===== src/sv/csvft_pkg.sv =====
// shared types, byte codes and result helpers for the csv field tokenizer
package csvft_pkg;

  // byte codes with a fixed meaning
  localparam logic [7:0] CH_TAB   = 8'd9;
  localparam logic [7:0] CH_LF    = 8'd10;
  localparam logic [7:0] CH_CR    = 8'd13;
  localparam logic [7:0] CH_SPACE = 8'd32;

  // configuration register indexes and reset values
  localparam logic CFG_DELIMITER  = 1'b0;
  localparam logic CFG_QUOTE_CHAR = 1'b1;
  localparam logic [7:0] DELIMITER_RST  = 8'd44;
  localparam logic [7:0] QUOTE_CHAR_RST = 8'd34;

  // one result transaction
  typedef struct packed {
    logic       has_char;
    logic [7:0] out_char;
    logic       field_end;
    logic       row_end;
    logic       last;
  } ev_t;

  // results of one accepted input, handed from the parser to the output buffer
  typedef struct packed {
    logic [1:0] n;
    ev_t        e0;
    ev_t        e1;
  } push_t;

  function automatic ev_t ev_char(input logic [7:0] c);
    ev_t e;
    e = '0;
    e.has_char = 1'b1;
    e.out_char = c;
    return e;
  endfunction

  function automatic ev_t ev_field_end();
    ev_t e;
    e = '0;
    e.field_end = 1'b1;
    return e;
  endfunction

  function automatic ev_t ev_row_end();
    ev_t e;
    e = '0;
    e.row_end = 1'b1;
    return e;
  endfunction

endpackage


===== src/sv/csvft_parse.sv =====
// parser state and per-byte decode into up to two result transactions
module csvft_parse (
  input  logic                 clk,
  input  logic                 rst_n,
  input  logic                 accept,
  input  logic [7:0]           ch,
  input  logic                 end_of_data,
  input  logic [7:0]           delimiter,
  input  logic [7:0]           quote_char,
  output csvft_pkg::push_t     push
);
  import csvft_pkg::*;

  typedef enum logic [2:0] {
    ST_START = 3'd0,
    ST_UNQ   = 3'd1,
    ST_INQ   = 3'd2,
    ST_QSEEN = 3'd3,
    ST_AFTER = 3'd4
  } state_t;

  state_t state_r, state_nxt;
  logic   blank_r, blank_nxt;
  logic   row_r, row_nxt;

  logic   is_blank;
  logic   pending;
  logic   run_after;
  logic   run_start;
  logic   pre_v;
  logic   main_v;
  ev_t    main_ev;

  assign is_blank = (ch == CH_SPACE) || (ch == CH_TAB);

  // a field is open unless we sit after a field or at a clean field start
  assign pending = (state_r == ST_UNQ) || (state_r == ST_INQ) || (state_r == ST_QSEEN) ||
                   ((state_r != ST_AFTER) && blank_r);

  // next state and the two result slots: an optional field end, then the main result
  always_comb begin
    state_nxt = state_r;
    blank_nxt = blank_r;
    row_nxt   = row_r;
    pre_v     = 1'b0;
    main_v    = 1'b0;
    main_ev   = '0;
    run_after = 1'b0;
    run_start = 1'b0;

    if (end_of_data || (ch == CH_LF)) begin
      // nothing pending at end of data gives no result
      if (!end_of_data || row_r || (state_r != ST_START) || blank_r) begin
        pre_v     = pending;
        main_v    = 1'b1;
        main_ev   = ev_row_end();
        state_nxt = ST_START;
        blank_nxt = 1'b0;
        row_nxt   = 1'b0;
      end
    end else begin
      row_nxt = 1'b1;
      unique case (state_r)
        ST_UNQ: begin
          priority if (ch == delimiter) begin
            main_v    = 1'b1;
            main_ev   = ev_field_end();
            state_nxt = ST_START;
            blank_nxt = 1'b0;
          end else if (ch == CH_CR) begin
            main_v    = 1'b1;
            main_ev   = ev_field_end();
            state_nxt = ST_AFTER;
          end else begin
            main_v    = 1'b1;
            main_ev   = ev_char(ch);
          end
        end
        ST_INQ: begin
          if (ch == quote_char) begin
            state_nxt = ST_QSEEN;
          end else begin
            main_v  = 1'b1;
            main_ev = ev_char(ch);
          end
        end
        ST_QSEEN: begin
          if (ch == quote_char) begin
            // doubled quote stands for one quote byte
            main_v    = 1'b1;
            main_ev   = ev_char(ch);
            state_nxt = ST_INQ;
          end else begin
            pre_v     = 1'b1;
            run_after = 1'b1;
          end
        end
        ST_AFTER: begin
          run_after = 1'b1;
        end
        default: begin
          run_start = 1'b1;
        end
      endcase

      // after a closed field: drop blanks and carriage return, delimiter opens next field
      if (run_after) begin
        state_nxt = ST_AFTER;
        blank_nxt = 1'b0;
        priority if (is_blank) begin
          state_nxt = ST_AFTER;
        end else if (ch == delimiter) begin
          state_nxt = ST_START;
        end else if (ch == CH_CR) begin
          state_nxt = ST_AFTER;
        end else begin
          run_start = 1'b1;
        end
      end

      // first byte of a field
      if (run_start) begin
        priority if (is_blank) begin
          blank_nxt = 1'b1;
          state_nxt = ST_START;
        end else if (ch == quote_char) begin
          blank_nxt = 1'b0;
          state_nxt = ST_INQ;
        end else if (ch == delimiter) begin
          blank_nxt = 1'b0;
          main_v    = 1'b1;
          main_ev   = ev_field_end();
          state_nxt = ST_START;
        end else if (ch == CH_CR) begin
          blank_nxt = 1'b0;
          main_v    = 1'b1;
          main_ev   = ev_field_end();
          state_nxt = ST_AFTER;
        end else begin
          blank_nxt = 1'b0;
          main_v    = 1'b1;
          main_ev   = ev_char(ch);
          state_nxt = ST_UNQ;
        end
      end
    end
  end

  // pack the slots, last mark on the final one
  always_comb begin
    push    = '0;
    push.e0 = '0;
    push.e1 = '0;
    if (pre_v && main_v) begin
      push.n       = 2'd2;
      push.e0      = ev_field_end();
      push.e1      = main_ev;
      push.e1.last = 1'b1;
    end else if (pre_v) begin
      push.n       = 2'd1;
      push.e0      = ev_field_end();
      push.e0.last = 1'b1;
    end else if (main_v) begin
      push.n       = 2'd1;
      push.e0      = main_ev;
      push.e0.last = 1'b1;
    end
    if (!accept) begin
      push.n = 2'd0;
    end
  end

  // parser state, updated on each accepted transaction
  always_ff @(posedge clk) begin
    if (!rst_n) begin
      state_r <= ST_START;
      blank_r <= 1'b0;
      row_r   <= 1'b0;
    end else if (accept) begin
      state_r <= state_nxt;
      blank_r <= blank_nxt;
      row_r   <= row_nxt;
    end
  end

endmodule


===== src/sv/csvft_obuf.sv =====
// two-entry result buffer between the parser and the output channel
module csvft_obuf (
  input  logic              clk,
  input  logic              rst_n,
  input  csvft_pkg::push_t  push,
  input  logic              out_tready,
  output logic              out_tvalid,
  output csvft_pkg::ev_t    head,
  output logic              room
);
  import csvft_pkg::*;

  ev_t        q_r [2];
  ev_t        q_nxt [2];
  logic [1:0] cnt_r, cnt_nxt;
  logic [1:0] base;
  logic       pop;

  assign out_tvalid = (cnt_r != 2'd0);
  assign head       = q_r[0];
  assign pop        = out_tvalid && out_tready;
  // an input may cause two results, so two slots must be free after this cycle's pop
  assign room       = (cnt_r == 2'd0) || ((cnt_r == 2'd1) && out_tready);
  assign base       = cnt_r - {1'b0, pop};

  // shift on pop, then append the new results behind what is left
  always_comb begin
    q_nxt[0] = q_r[0];
    q_nxt[1] = q_r[1];
    if (pop) begin
      q_nxt[0] = q_r[1];
    end
    if (push.n != 2'd0) begin
      q_nxt[base[0]] = push.e0;
    end
    if (push.n == 2'd2) begin
      q_nxt[1] = push.e1;
    end
    cnt_nxt = base + push.n;
  end

  // fill count
  always_ff @(posedge clk) begin
    if (!rst_n) begin
      cnt_r <= 2'd0;
    end else begin
      cnt_r <= cnt_nxt;
    end
  end

  // result slots
  always_ff @(posedge clk) begin
    q_r[0] <= q_nxt[0];
    q_r[1] <= q_nxt[1];
  end

`ifndef SYNTH
  a_cnt_max: assert property (@(posedge clk) disable iff (!rst_n) cnt_r <= 2'd2)
    else $error("result buffer overfilled");
  a_pair_room: assert property (@(posedge clk) disable iff (!rst_n)
    (push.n == 2'd2) |-> ((cnt_r == 2'd0) || ((cnt_r == 2'd1) && pop)))
    else $error("two results pushed without two free slots");
  a_push_shows: assert property (@(posedge clk) disable iff (!rst_n)
    (push.n != 2'd0) |=> out_tvalid)
    else $error("pushed result not presented");
  a_pair_follows: assert property (@(posedge clk) disable iff (!rst_n)
    (pop && !head.last) |=> out_tvalid)
    else $error("second result of a transaction missing");
`endif

endmodule


===== src/sv/csv_field_tokenizer.sv =====
// top level of the csv field tokenizer: config registers, parser and result buffer
//
//  channel  dir  tdata           tuser                          tlast
//  in_      in   ch              end_of_data                    -
//  out_     out  out_char        has_char, field_end, row_end   last
//  cfg_     in   write data      index 0 delimiter, 1 quote_char
//
// one input transaction per cycle while in_tready is high; each causes zero,
// one or two results, handed out as separate output transactions. in_tready is
// low whenever the two-slot result buffer would not keep two free slots after
// this cycle's pop; it follows out_tready combinationally when one result waits.
// synchronous active-low reset clears parser state and the buffer count and
// restores delimiter 44 and quote_char 34.
module csv_field_tokenizer (
  input  logic       clk,
  input  logic       rst_n,
  input  logic       in_tvalid,
  output logic       in_tready,
  input  logic [7:0] in_tdata,   // ch
  input  logic       in_tuser,   // end_of_data
  output logic       out_tvalid,
  input  logic       out_tready,
  output logic [7:0] out_tdata,  // out_char
  output logic [2:0] out_tuser,  // has_char, field_end, row_end
  output logic       out_tlast,
  input  logic       cfg_we,
  input  logic       cfg_addr,
  input  logic [7:0] cfg_wdata
);
  import csvft_pkg::*;

  logic [7:0] delimiter_r;
  logic [7:0] quote_char_r;
  logic       accept;
  push_t      push;
  ev_t        head;
  logic       room;

  // configuration registers
  always_ff @(posedge clk) begin
    if (!rst_n) begin
      delimiter_r  <= DELIMITER_RST;
      quote_char_r <= QUOTE_CHAR_RST;
    end else if (cfg_we) begin
      unique case (cfg_addr)
        CFG_DELIMITER:  delimiter_r  <= cfg_wdata;
        CFG_QUOTE_CHAR: quote_char_r <= cfg_wdata;
        default: ;
      endcase
    end
  end

  assign in_tready = room;
  assign accept    = in_tvalid && room;

  csvft_parse u_parse (
    .clk         (clk),
    .rst_n       (rst_n),
    .accept      (accept),
    .ch          (in_tdata),
    .end_of_data (in_tuser),
    .delimiter   (delimiter_r),
    .quote_char  (quote_char_r),
    .push        (push)
  );

  csvft_obuf u_obuf (
    .clk        (clk),
    .rst_n      (rst_n),
    .push       (push),
    .out_tready (out_tready),
    .out_tvalid (out_tvalid),
    .head       (head),
    .room       (room)
  );

  // output packing
  assign out_tdata = head.out_char;
  assign out_tuser = {head.row_end, head.field_end, head.has_char};
  assign out_tlast = head.last;

endmodule

===== config.mk =====
export PLATFORM = sky130hd
export DESIGN_NAME = csv_field_tokenizer
export DESIGN_NICKNAME = d
export VERILOG_FILES = /design/src/sv/csvft_pkg.sv /design/src/sv/csvft_parse.sv /design/src/sv/csvft_obuf.sv /design/src/sv/csv_field_tokenizer.sv
export SDC_FILE = /design/constraint.sdc
export NUM_CORES = 1
export LEC_CHECK = 0
export BUFFER_PORTS_ARGS = -buffer_cell sky130_fd_sc_hd__buf_2
export CAP_MARGIN = 40
export CORE_MARGIN = 5
export CORE_UTILIZATION = 32
export DETAILED_ROUTE_END_ITERATION = 12
export PLACE_DENSITY = 0.5
export SYNTH_ARGS = -nofsm -noshare
export SYNTH_HDL_FRONTEND = slang
export SYNTH_SLANG_ARGS = --single-unit

===== constraint.sdc =====
create_clock -name clk -period 4.4 [get_ports clk]
set_input_delay 0.44 -clock clk [delete_from_list [all_inputs] [get_ports clk]]
set_output_delay 0.44 -clock clk [all_outputs]
set_load 0.05 [all_outputs]

==> Implementation_results.wiki, run 1 <==
{| class="wikitable"
! Metric !! Value
|-
| Pin count of the biggest net entering global routing || 23
|-
| Post-route insts no fill || around 460
|-
| Total power divided by cell area || 487 nW/um2
|-
| Worst Hold End || delimiter_r[2]
|-
| Sequential-to-total area share from yosys stat || 36.5%
|-
| Wire length of the first global-routing pass || between 10,000 and 15,000 um
|-
| Summed negative setup slack over all endpoints || 0 ns
|-
| Sinks on Clock Net || 47
|-
| CTS H-Tree Depth || 2
|-
| Worst setup slack for register-to-register paths || 0.88 ns
|-
| Internal power of the cells || 889 uW
|-
| Setup-violating endpoint count in the final report || 0
|-
| Critical R2R Launch || u_parse.state_r[1]
|-
| Endpoint class of the critical path || flop
|-
| Global placement routability congestion || just over 0.8
|-
| Maximum clock rate || 284 MHz
|-
| Number of synthesized flops with an enable pin || 12
|-
| Number of antenna-violating nets in the routed design || 0
|-
| Prevailing post-synth register cell || sky130_fd_sc_hd__dfxtp_1
|-
| Reg clk slew, reported paths || approximately 0.09 ns
|-
| Switching part of the total power || 42.6%
|-
| Max Transition Viols Final || 0
|-
| Result of the run || finished, final reports clean
|-
| Leak || 1.29 nW
|-
| Max-slew headroom || a little over half
|-
| Top-area cell type share of the netlist area || 24.1%
|-
| Netlist cell types || 60
|-
| Post-route core utilization || 36.1%
|-
| Required @ worst endpoint || 4.62 ns
|-
| Cell types with the highest counts after synthesis || sky130_fd_sc_hd__nand2_1 (46), sky130_fd_sc_hd__dfxtp_1 (35), sky130_fd_sc_hd__a21oi_1 (21)
|-
| Unrepaired setup endpoints after global routing || no
|-
| TritonCTS clock tree || done
|-
| HPWL after detailed placement || between 5000 and 6000 um
|-
| End of the worst register-to-register path || u_obuf.q_r[0][6]
|-
| Final routed wirelength across all metal layers || 7230 um
|-
| Post-synthesis async set-or-reset flop share || 0%
|-
| Class of the most critical hold timing path || input port to flop
|-
| Hold path startpoint || cfg_wdata[2]
|-
| Via count of the first global-routing pass || around 2,400
|-
| TritonRoute pass-1 iters || 4
|-
| Width of the chip || approximately 110 um
|-
| Floorplan die height || around 110 um
|-
| Hold Path Stages || 3
|-
| Number of I/O pins || 37
|-
| Post-cts hold buffer count || 0
|-
| Peak VDD IR || ~140 uV
|-
| Cell depth of the worst flop-to-flop path || 11
|-
| Clock latency on the worst-skew pair || 0.30 ns
|-
| Highest-delay cell along the critical path || sky130_fd_sc_hd__or4b_1
|-
| # placed instances || 449
|-
| Worst Path Max Fanout || 15
|-
| Number of nets produced by synthesis || between 300 and 400
|-
| Startpoint-to-endpoint class of the critical path || flop to flop
|-
| Post-synthesis instance area || between 2000 and 3000 um2
|-
| Yosys warning total || 0
|-
| Detailed-route via count || 2,430
|-
| Top cells by area in the synthesized netlist || sky130_fd_sc_hd__dfxtp_1 (24%), sky130_fd_sc_hd__edfxtp_1 (12%), sky130_fd_sc_hd__nand2_1 (5.9%), sky130_fd_sc_hd__o32ai_2 (4.5%), sky130_fd_sc_hd__mux2i_1 (3.8%)
|-
| FILL cells || slightly above 900
|-
| Standard cell core area || roughly 8800 um2
|-
| Buffer count from post-CTS setup fixing || 0
|-
| Grt ovf || 0
|-
| Clock root buffer master || sky130_fd_sc_hd__clkbuf_8
|-
| FF+latch count, synth || 47
|-
| Longest Clk Path Bufs || 2
|-
| Drc violations || 0
|-
| TritonCTS buffer count || 5
|-
| Shortest period the worst path allows || 3.52 ns
|-
| Sort of element at the start of the critical path || flop
|-
| Cells after synthesis || roughly 330
|-
| Hold violation total from the final report || 0
|-
| Initial standard-cell utilization of the core || 33.0%
|-
| Layout net count || 374
|-
| Average wire length per cell after detail routing || roughly 16 um
|-
| Final worst-path cycle share || 79.9%
|-
| Clock power share || between 10% and 20%
|-
| Worst Path Arrival || about 3.7 ns
|-
| Crit path top cell by count || sky130_fd_sc_hd__nor2_1
|-
| Die area || approximately 11,000 um2
|-
| Dominant cell by count in the synthesized netlist || sky130_fd_sc_hd__nand2_1
|-
| Fraction of final layout cells sized beyond drive strength 1 || 18.9%
|-
| Combinational Power Share || 45.4%
|-
| Delay of the slowest critical-path stage || around 0.72 ns
|-
| Number of max-capacitance violations reported || 0
|-
| Resized Gates After CTS || 0
|-
| Sequential power share || ~38%
|-
| Fin Clk Skew || 0.00486 ns
|-
| Number of DRC violations after detailed-routing iteration 0 || 288
|-
| Total routing resource utilization after global routing || a little over an eighth
|-
| Most area-hungry cell type in the Yosys netlist || sky130_fd_sc_hd__dfxtp_1
|-
| Worst-margin pin slew || just over 0.7 ns
|-
| Total net switching power || 660 uW
|-
| Vias per Instance || between 5 and 6
|-
| Standard-cell rows || 34
|-
| Avg Cell Area, Syn || 8.79 um2
|-
| Layout overhead on the synthesized area || 9.20%
|-
| Number of buffer cells added on primary ports || 36
|-
| Diode count || 0
|-
| Critical-path cell list || buf_4, nor2_1, and4_1, nor2_1, nor4_1, nor3_1, ha_1, o21ai_1, nor2_1, or4b_1, o32ai_2
|-
| Number of antenna violations at the first check in global routing || 0
|}
==> metrics by stage <==
stage | hold WS, ns | area (um2) | power [mW] | worst slack [ns]
after floorplan | 0.436 | 2910 | 1.21 | 1.02
after global placement | 0.447 | 3090 | 1.30 | 0.690
after detailed placement | 0.454 | 3090 | 1.30 | 0.624
after CTS | 0.357 | 3180 | 1.57 | 0.898
after global routing | 0.362 | 3180 | 1.65 | 0.570
final | 0.361 | 3180 | 1.55 | 0.884
==> flip-flops by register name, summed over array words and instances, names as in the netlist <==
| register | count |
|---|---|
| u_obuf.q_r | 24 |
| delimiter_r | 8 |
| quote_char_r | 8 |
| u_parse.state_r | 3 |
| u_obuf.cnt_r | 2 |
| u_parse.blank_r | 1 |
| u_parse.row_r | 1 |
==> logic make-up (layout without fill, tap and decap cells) <==
logic type / Yosys count / after routing / share of synthesized area (%)
and+or+nand+nor: 124 / 124 / 22.5
AOI/OAI and AO/OA: 74 / 74 / 20.6
buffers and inverters: 49 / 67 / 8.38
DFF: 47 / 47 / 36.5
xor gates and xnor gates: 21 / 21 / 6.32
muxes: 11 / 11 / 3.78
adders and majority gates: 5 / 5 / 1.98
==> final cells by class <==
| cell class | instances | area (um2) | share of cell area, % |
|---|---|---|---|
| multi-input combinational | 235 | 1610 | 50.5 |
| inverter | 16 | 60.1 | 1.89 |
| clock inverter | 1 | 7.51 | 0.236 |
| sequential | 47 | 1060 | 33.4 |
| timing repair buffer | 43 | 233 | 7.32 |
| tap | 108 | 135 | 4.25 |
| clock buffer | 7 | 76.3 | 2.40 |
==> worst max-delay path: cells and delay by family (launching register included) <==
kind,cells,cell delay (ns)
and+or+nand+nor,7,2.13
AOI/OAI and AO/OA,2,0.42
adders and majority gates,1,0.40
DFF,1,0.31
buffers and inverters,1,0.18
==> cells in the final DEF (no fill, tap or decap), types with 2 or more instances in the layout <==
master	n
sky130_fd_sc_hd__a211oi_1	5
sky130_fd_sc_hd__a21o_1	5
sky130_fd_sc_hd__a21oi_1	21
sky130_fd_sc_hd__a31oi_1	7
sky130_fd_sc_hd__and2_1	5
sky130_fd_sc_hd__buf_2	36
sky130_fd_sc_hd__buf_4	7
sky130_fd_sc_hd__clkbuf_1	2
sky130_fd_sc_hd__clkbuf_8	5
sky130_fd_sc_hd__dfxtp_1	35
sky130_fd_sc_hd__edfxtp_1	12
sky130_fd_sc_hd__ha_1	3
sky130_fd_sc_hd__inv_1	15
sky130_fd_sc_hd__maj3_1	2
sky130_fd_sc_hd__mux2i_1	11
sky130_fd_sc_hd__nand2_1	46
sky130_fd_sc_hd__nand2b_1	5
sky130_fd_sc_hd__nand3_1	8
sky130_fd_sc_hd__nand4_1	5
sky130_fd_sc_hd__nor2_1	18
sky130_fd_sc_hd__nor2b_1	3
sky130_fd_sc_hd__nor3_1	14
sky130_fd_sc_hd__nor3b_1	2
sky130_fd_sc_hd__nor4_1	4
sky130_fd_sc_hd__nor4_4	3
sky130_fd_sc_hd__nor4bb_1	2
sky130_fd_sc_hd__o211ai_1	2
sky130_fd_sc_hd__o21ai_0	6
sky130_fd_sc_hd__o21bai_1	2
sky130_fd_sc_hd__o31ai_1	2
sky130_fd_sc_hd__o32ai_2	8
sky130_fd_sc_hd__xnor2_1	12
sky130_fd_sc_hd__xor2_1	9
==> power by group through the flow <==
stage                     Clock [mW]  Sequential, mW  Combinational [mW]
after detailed placement           0           0.597               0.705
after global routing           0.287           0.598               0.761
final                          0.261           0.585               0.703
after global placement             0           0.596               0.702
after CTS                      0.270           0.587               0.709
after floorplan                    0           0.600               0.608
==> metal layers <==
metal  global-route usage [%]  share of wire [%]
met1                     19.2                 48
met2                     20.8                 45
met3                     2.75                6.4
met4                     3.09                1.1
met5                        0                  0
==> worst max path at each step <==
| stage | end | depth (start not counted) | startpoint | slack [ns] |
|---|---|---|---|---|
| after floorplan | u_obuf.q_r[0][3] | 14 | in_tdata[6] | 1.02 |
| after CTS | u_obuf.q_r[0][3] | 11 | quote_char_r[7] | 0.90 |
| after detailed placement | u_obuf.q_r[0][7] | 12 | in_tdata[6] | 0.62 |
| after global placement | u_obuf.q_r[0][7] | 12 | in_tdata[6] | 0.69 |
| after global routing | u_obuf.q_r[0][3] | 11 | u_parse.state_r[1] | 0.57 |
| final | u_obuf.q_r[0][6] | 11 | u_parse.state_r[1] | 0.88 |
(Power assumes the default switching activity.)
==> run 2: changes to the inputs <==
==> constraint.sdc (replaced) <==
create_clock -name clk -period 3.3 [get_ports clk]
set_input_delay 0.33 -clock clk [delete_from_list [all_inputs] [get_ports clk]]
set_output_delay 0.33 -clock clk [all_outputs]
set_load 0.05 [all_outputs]
==> Implementation_results.wiki, run 2 (synthesized netlist as in run 1, its figures left out) <==
{| class="wikitable"
! Metric !! Value
|-
| Post-cts hold buffer count || 0 (unchanged)
|-
| Max-slew headroom || 60.7% (+8.4 points)
|-
| Fin Clk Skew || 0.00569 ns (+0.000835 ns)
|-
| Number of buffer cells added on primary ports || 36 (unchanged)
|-
| Final worst-path cycle share || 90.6% (+11 points)
|-
| Wire length of the first global-routing pass || 12,600 um (+2.2%)
|-
| Standard-cell rows || 34 (unchanged)
|-
| Pin count of the biggest net entering global routing || 23 (unchanged)
|-
| Total power divided by cell area || 647 nW/um2 (+33%)
|-
| Crit path top cell by count || sky130_fd_sc_hd__buf_4
|-
| Post-route insts no fill || 477 (+4.4%)
|-
| TritonCTS clock tree || done
|-
| Layout net count || 394 (+5.3%)
|-
| Diode count || 0 (unchanged)
|-
| Shortest period the worst path allows || 2.99 ns (-0.525 ns)
|-
| Global placement routability congestion || 0.861 (+4.5%)
|-
| Maximum clock rate || 334 MHz (+18%)
|-
| Number of flip-flops under the largest register name || 24 (unchanged)
|-
| Die area || 11,100 um2 (unchanged)
|-
| Standard cell core area || 8810 um2 (unchanged)
|-
| Final routed wirelength across all metal layers || 7480 um (+3.5%)
|-
| Initial standard-cell utilization of the core || 33.0% (unchanged)
|-
| Number of buffers and inverters on the critical path || 4 (+3)
|-
| Area of placed instances || 3230 um2 (+4.4%)
|-
| Number of DRC violations after detailed-routing iteration 0 || 167 (-42%)
|-
| Longest Clk Path Bufs || 2 (unchanged)
|-
| Drc violations || 0 (unchanged)
|-
| Largest reg by FF count || u_obuf.q_r
|-
| Critical-path cell list || xor2_1, nor4_4, buf_4, nand2_1, a31oi_1, nor4_1, nor3_1, ha_1, buf_4, buf_4, a21oi_1, buf_4
|-
| Leak || 1.41 nW (+8.9%)
|-
| Detailed-route via count || 2,461 (+1.3%)
|-
| Hold violation total from the final report || 0 (unchanged)
|-
| Top library cells by usage in the layout, fill and taps aside || sky130_fd_sc_hd__nand2_1 (46), sky130_fd_sc_hd__buf_2 (36), sky130_fd_sc_hd__dfxtp_1 (35)
|-
| Peak VDD IR || 167 uV (+22%)
|-
| Clock latency on the worst-skew pair || 0.30 ns (about the same)
|-
| Cell area after layout || 3360 um2 (+5.8%)
|-
| Setup-violating endpoint count in the final report || 0 (unchanged)
|-
| TritonRoute pass-1 iters || 5 (+1)
|-
| Reg clk slew, reported paths || 0.09 ns (about the same)
|-
| Sort of element at the start of the critical path || flop
|-
| Floorplan die height || 105 um (unchanged)
|-
| Width of the chip || 105 um (unchanged)
|-
| TritonCTS buffer count || 5 (unchanged)
|-
| Total routing resource utilization after global routing || 13.9% (+0.52 points)
|-
| CTS H-Tree Depth || 2 (unchanged)
|-
| Endpoint class of the critical path || flop
|-
| Class of the most critical hold timing path || input port to flop
|-
| Average wire length per cell after detail routing || 15.7 um (-0.83%)
|-
| Clock root buffer master || sky130_fd_sc_hd__clkbuf_8
|-
| Layout overhead on the synthesized area || 15.5%
|-
| Fraction of final layout cells sized beyond drive strength 1 || 24.1% (+5.2 points)
|-
| Startpoint-to-endpoint class of the critical path || flop to flop
|-
| Number of max-capacitance violations reported || 0 (unchanged)
|-
| Max Transition Viols Final || 0 (unchanged)
|-
| Cell family with most CP delay || buffers and inverters
|-
| Number of antenna violations at the first check in global routing || 0 (unchanged)
|-
| Unrepaired setup endpoints after global routing || no
|-
| Worst-margin pin slew || 0.588 ns (-0.125 ns)
|-
| Sinks on Clock Net || 47 (unchanged)
|-
| Delay of the slowest critical-path stage || 0.33 ns (-0.39 ns)
|-
| Via count of the first global-routing pass || 2,447 (+0.74%)
|-
| Registers with the highest flip-flop counts || u_obuf.q_r (24), delimiter_r (8), quote_char_r (8)
|-
| Vias per Instance || 5.16 (-3.0%)
|-
| Grt ovf || 0 (unchanged)
|-
| Worst Path Arrival || 3.00 ns (-0.73 ns)
|-
| Number of antenna-violating nets in the routed design || 0 (unchanged)
|-
| Required @ worst endpoint || 3.31 ns (-1.31 ns)
|-
| # placed instances || 467 (+4.0%)
|-
| HPWL after detailed placement || 5660 um (+8.6%)
|-
| Highest-delay cell along the critical path || sky130_fd_sc_hd__dfxtp_1
|-
| Number of I/O pins || 37 (unchanged)
|-
| Result of the run || finished, final reports clean
|-
| Worst Path Max Fanout || 10 (-5)
|-
| Most common library cell in the layout ignoring fill and taps || sky130_fd_sc_hd__nand2_1
|}
## run 2: metal layers
metal	GRT usage [%]	routed length (um)	up-vias
met4	3.66	105	0
met5	0	0	-
met3	2.57	313	9
met2	21.3	3310	55
met1	20.2	3760	1154
li1	-	-	1243
## run 2: metrics by stage
| step | setup WS (ns) | hold slack [ns] | power [mW] | TNS (ns) | utilization (%) |
|---|---|---|---|---|---|
| 3_3_place_gp | 0.0477 | 0.452 | 1.75 | 0 | 36.7 |
| 5_1_grt | 0.0413 | 0.256 | 2.32 | 0 | 38.2 |
| 6_report | 0.309 | 0.256 | 2.17 | 0 | 38.2 |
| 3_5_place_dp | -0.0230 | 0.462 | 1.76 | -0.0400 | 36.7 |
| 4_1_cts | 0.194 | 0.245 | 2.19 | 0 | 37.9 |
| 2_1_floorplan | 0.0337 | 0.436 | 1.61 | 0 | - |
## run 2: worst paths after layout
path                                          end       startpoint  slack (ns)  cells past startpoint
worst max-delay path            u_obuf.q_r[0][20]  quote_char_r[7]        0.31                     12
worst min-delay path              quote_char_r[1]     cfg_wdata[1]        0.26                      3
worst max register to register  u_obuf.q_r[0][20]  quote_char_r[7]        0.31                     12
worst min register to register     delimiter_r[7]   delimiter_r[7]        0.47                      2
## run 2: area by class of cell
cell class / instances / area, um2
Fill cell: 927 / 5440
Clock buffer: 7 / 76.3
Tap cell: 108 / 135
Timing Repair Buffer: 63 / 383
Multi-Input combinational cell: 235 / 1620
Sequential cell: 47 / 1060
Clock inverter: 1 / 30.0
Inverter: 16 / 60.1
## run 2: timing repair
item / CTS / global route
resized for setup: 0 / 3
setup buffers: 0 / 2
endpoints found under the setup margin: 0 / 8
## run 2: worst register-to-register path: stages, from the launching register on
cell,delay [ns]
sky130_fd_sc_hd__dfxtp_1,0.33
sky130_fd_sc_hd__xor2_1,0.19
sky130_fd_sc_hd__nor4_4,0.30
sky130_fd_sc_hd__buf_4,0.18
sky130_fd_sc_hd__nand2_1,0.07
sky130_fd_sc_hd__a31oi_1,0.20
sky130_fd_sc_hd__nor4_1,0.08
sky130_fd_sc_hd__nor3_1,0.20
sky130_fd_sc_hd__ha_1,0.30
sky130_fd_sc_hd__buf_4,0.15
sky130_fd_sc_hd__buf_4,0.13
sky130_fd_sc_hd__a21oi_1,0.31
sky130_fd_sc_hd__buf_4,0.27
## run 2: where the power goes
group | switching [mW] | total [mW] | internal (mW)
Clock | 0.196 | 0.423 | 0.227
Sequential | 0.0565 | 0.780 | 0.724
Combinational | 0.631 | 0.971 | 0.340
Total | 0.883 | 2.17 | 1.29
==> run 3: changes to the inputs <==
--- a/config.mk
+++ b/config.mk
@@ -10,7 +10,7 @@
 export CORE_MARGIN = 5
 export CORE_UTILIZATION = 32
 export DETAILED_ROUTE_END_ITERATION = 12
-export PLACE_DENSITY = 0.5
+export PLACE_DENSITY = 0.52
 export SYNTH_ARGS = -nofsm -noshare
 export SYNTH_HDL_FRONTEND = slang
 export SYNTH_SLANG_ARGS = --single-unit
==> constraint.sdc (replaced) <==
create_clock -name clk -period 2.4 [get_ports clk]
set_input_delay 0.24 -clock clk [delete_from_list [all_inputs] [get_ports clk]]
set_output_delay 0.24 -clock clk [all_outputs]
set_load 0.05 [all_outputs]
==> Implementation_results.wiki, run 3 (synthesized netlist as in run 1, its figures left out) <==
{| class="wikitable"
! Metric !! Value
|-
| Result of the run || finished, violations left
|-
| Violated checks || setup timing
|-
| Leak || 1.69 nW (+20%)
|-
| Setup-violating endpoint count in the final report || 35 (+35)
|-
| Diode count || 0 (unchanged)
|-
| Crit path top cell by count || sky130_fd_sc_hd__nor2_2
|-
| Number of DRC violations after detailed-routing iteration 0 || 184 (+10%)
|-
| Fin Clk Skew || 0.00701 ns (+0.00132 ns)
|-
| Pre-CTS setup slack || -0.721 ns (-0.698 ns)
|-
| Cell family with most CP delay || simple AND/OR/NAND/NOR gates
|-
| Most common library cell in the layout ignoring fill and taps || sky130_fd_sc_hd__buf_4
|-
| Post-route worst hold slack || 0.165 ns (-0.0908 ns)
|-
| Required @ worst endpoint || 2.61 ns (-0.70 ns)
|-
| End of the worst register-to-register path || u_obuf.q_r[0][9]
|-
| Standard cell core area || 8810 um2 (unchanged)
|-
| Hold violation total from the final report || 0 (unchanged)
|-
| TritonCTS buffer count || 5 (unchanged)
|-
| Top library cells by usage in the layout, fill and taps aside || sky130_fd_sc_hd__buf_4 (57), sky130_fd_sc_hd__nand2_1 (46), sky130_fd_sc_hd__buf_2 (36)
|-
| Reg clk slew, reported paths || 0.09 ns (about the same)
|-
| Sum of internal, switching and leakage power || 3.33 mW (+53%)
|-
| Average wire length per cell after detail routing || 15.3 um (-2.2%)
|-
| Number of I/O pins || 37 (unchanged)
|-
| Total routing resource utilization after global routing || 14.7% (+0.72 points)
|-
| Worst Path Max Fanout || 5 (-5)
|-
| Via count of the first global-routing pass || 2,627 (+7.4%)
|-
| Grt ovf || 0 (unchanged)
|-
| Vias per Instance || 5.10 (-1.1%)
|-
| Global placement routability congestion || 0.868 (+0.81%)
|-
| Fraction of final layout cells sized beyond drive strength 1 || 40.8% (+17 points)
|-
| TritonRoute pass-1 iters || 4 (-1)
|-
| Worst Hold End || quote_char_r[5]
|-
| Clock latency on the worst-skew pair || 0.30 ns (about the same)
|-
| Number of buffer cells added on primary ports || 36 (unchanged)
|-
| Number of flip-flops under the largest register name || 24 (unchanged)
|-
| Critical R2R Launch || quote_char_r[7]
|-
| Drc violations || 0 (unchanged)
|-
| Unrepaired setup endpoints after global routing || yes
|-
| Endpoint class of the critical path || flop
|-
| Final routed wirelength across all metal layers || 7970 um (+6.6%)
|-
| Max Transition Viols Final || 0 (unchanged)
|-
| Number of max-capacitance violations reported || 0 (unchanged)
|-
| Number of antenna-violating nets in the routed design || 0 (unchanged)
|-
| Worst path setup slack after routing || -0.481 ns (-0.790 ns)
|-
| Worst Path Arrival || 3.09 ns (+0.09 ns)
|-
| Standard-cell rows || 34 (unchanged)
|-
| Clock root buffer master || sky130_fd_sc_hd__clkbuf_8
|-
| Sinks on Clock Net || 47 (unchanged)
|-
| Number of buffers and inverters on the critical path || 1 (-3)
|-
| Cell depth of the worst flop-to-flop path || 12 (unchanged)
|-
| Delay of the slowest critical-path stage || 0.49 ns (+0.16 ns)
|-
| Worst setup slack for register-to-register paths || -0.48 ns (-0.79 ns)
|-
| Die area || 11,100 um2 (unchanged)
|-
| Startpoint-to-endpoint class of the critical path || flop to flop
|-
| Pin count of the biggest net entering global routing || 16 (-30%)
|-
| Wire length of the first global-routing pass || 13,400 um (+6.0%)
|-
| Peak VDD IR || 283 uV (+69%)
|-
| Final worst-path cycle share || 120% (+29 points)
|-
| Width of the chip || 105 um (unchanged)
|-
| Registers with the highest flip-flop counts || u_obuf.q_r (24), delimiter_r (8), quote_char_r (8)
|-
| Critical-path cell list || xor2_2, nor4_4, and2_4, nor2_2, a211oi_2, nor3_2, ha_2, o21ai_4, nor2_2, or4b_4, buf_6, o32ai_2
|-
| Maximum clock rate || 347 MHz (+3.8%)
|-
| Shortest period the worst path allows || 2.88 ns (-0.110 ns)
|-
| Sort of element at the start of the critical path || flop
|-
| Largest reg by FF count || u_obuf.q_r
|-
| Total power divided by cell area || 831 nW/um2 (+29%)
|-
| Hold path startpoint || cfg_wdata[5]
|-
| CTS H-Tree Depth || 2 (unchanged)
|-
| Class of the most critical hold timing path || input port to flop
|-
| Detailed-route via count || 2,653 (+7.8%)
|-
| Hold Path Stages || 3 (unchanged)
|-
| Longest Clk Path Bufs || 2 (unchanged)
|-
| Initial standard-cell utilization of the core || 33.0% (unchanged)
|-
| Worst-margin pin slew || 0.643 ns (+0.0543 ns)
|-
| Layout net count || 437 (+11%)
|-
| Summed negative setup slack over all endpoints || -13.80 ns (-13.80 ns)
|-
| Max-slew headroom || 56.9% (-3.8 points)
|-
| Number of antenna violations at the first check in global routing || 0 (unchanged)
|-
| Highest-delay cell along the critical path || sky130_fd_sc_hd__or4b_4
|-
| Floorplan die height || 105 um (unchanged)
|-
| Layout overhead on the synthesized area || 37.8%
|-
| TritonCTS clock tree || done
|-
| HPWL after detailed placement || 5930 um (+4.8%)
|}
[run 3: worst max path at each step]
| stage | start | to | slack (ns) | depth (start not counted) |
|---|---|---|---|---|
| 3_3_place_gp | in_tdata[4] | u_obuf.q_r[0][10] | -0.64 | 12 |
| 6_report | quote_char_r[7] | u_obuf.q_r[0][9] | -0.48 | 12 |
| 2_1_floorplan | in_tdata[7] | u_obuf.q_r[0][3] | -0.66 | 14 |
| 4_1_cts | quote_char_r[6] | u_obuf.q_r[0][9] | -0.51 | 12 |
| 5_1_grt | quote_char_r[7] | u_obuf.q_r[0][7] | -0.62 | 12 |
| 3_5_place_dp | in_tdata[4] | u_obuf.q_r[0][9] | -0.72 | 12 |
[run 3: power breakdown]
part	total, mW	internal [mW]	switching, mW
clock	0.529	0.262	0.267
combinational	1.73	0.740	0.992
sequential	1.07	0.996	0.0756
total	3.33	2.00	1.33
[run 3: routing by layer]
metal  GRT usage, %  routed length [um]  up-vias  share of wire, %
li1               -                   -     1326                 -
met1           20.2                3750     1261                47
met2           23.8                3800       55                48
met3           2.44                 324       11               4.1
met4           3.84                  97        0               1.2
met5              0                   0        -                 0
[run 3: stage by stage]
step	cell area (um2)	std cells	util (%)
2_1_floorplan	3000	331	-
3_3_place_gp	3570	499	40.5
3_5_place_dp	3570	499	40.5
4_1_cts	3860	516	43.9
5_1_grt	4010	520	45.5
6_report	4010	520	45.5
[run 3: what timing repair did]
item	4_1_cts	5_1_grt
resized for setup	19	24
hold buffers	0	0
hold endpoints to repair	0	0
pin swaps	14	11
gates cloned	2	0
setup endpoints to repair	38	38
setup buffers	9	7
[run 3: area by class of cell]
| type | count | area [um2] |
|---|---|---|
| clock buffers | 7 | 96.3 |
| clock inverters | 1 | 7.51 |
| fillers | 878 | 4800 |
| inverters | 16 | 60.1 |
| multi-input cells | 235 | 1830 |
| flip-flops and latches | 47 | 1060 |
| well taps | 108 | 135 |
| repair buffers | 106 | 815 |
[run 3: worst min-delay path, delay by kind of cell]
family | cells | cell delay (ns)
buffers and inverters | 1 | 0.09
AND/OR/NAND/NOR | 2 | 0.10
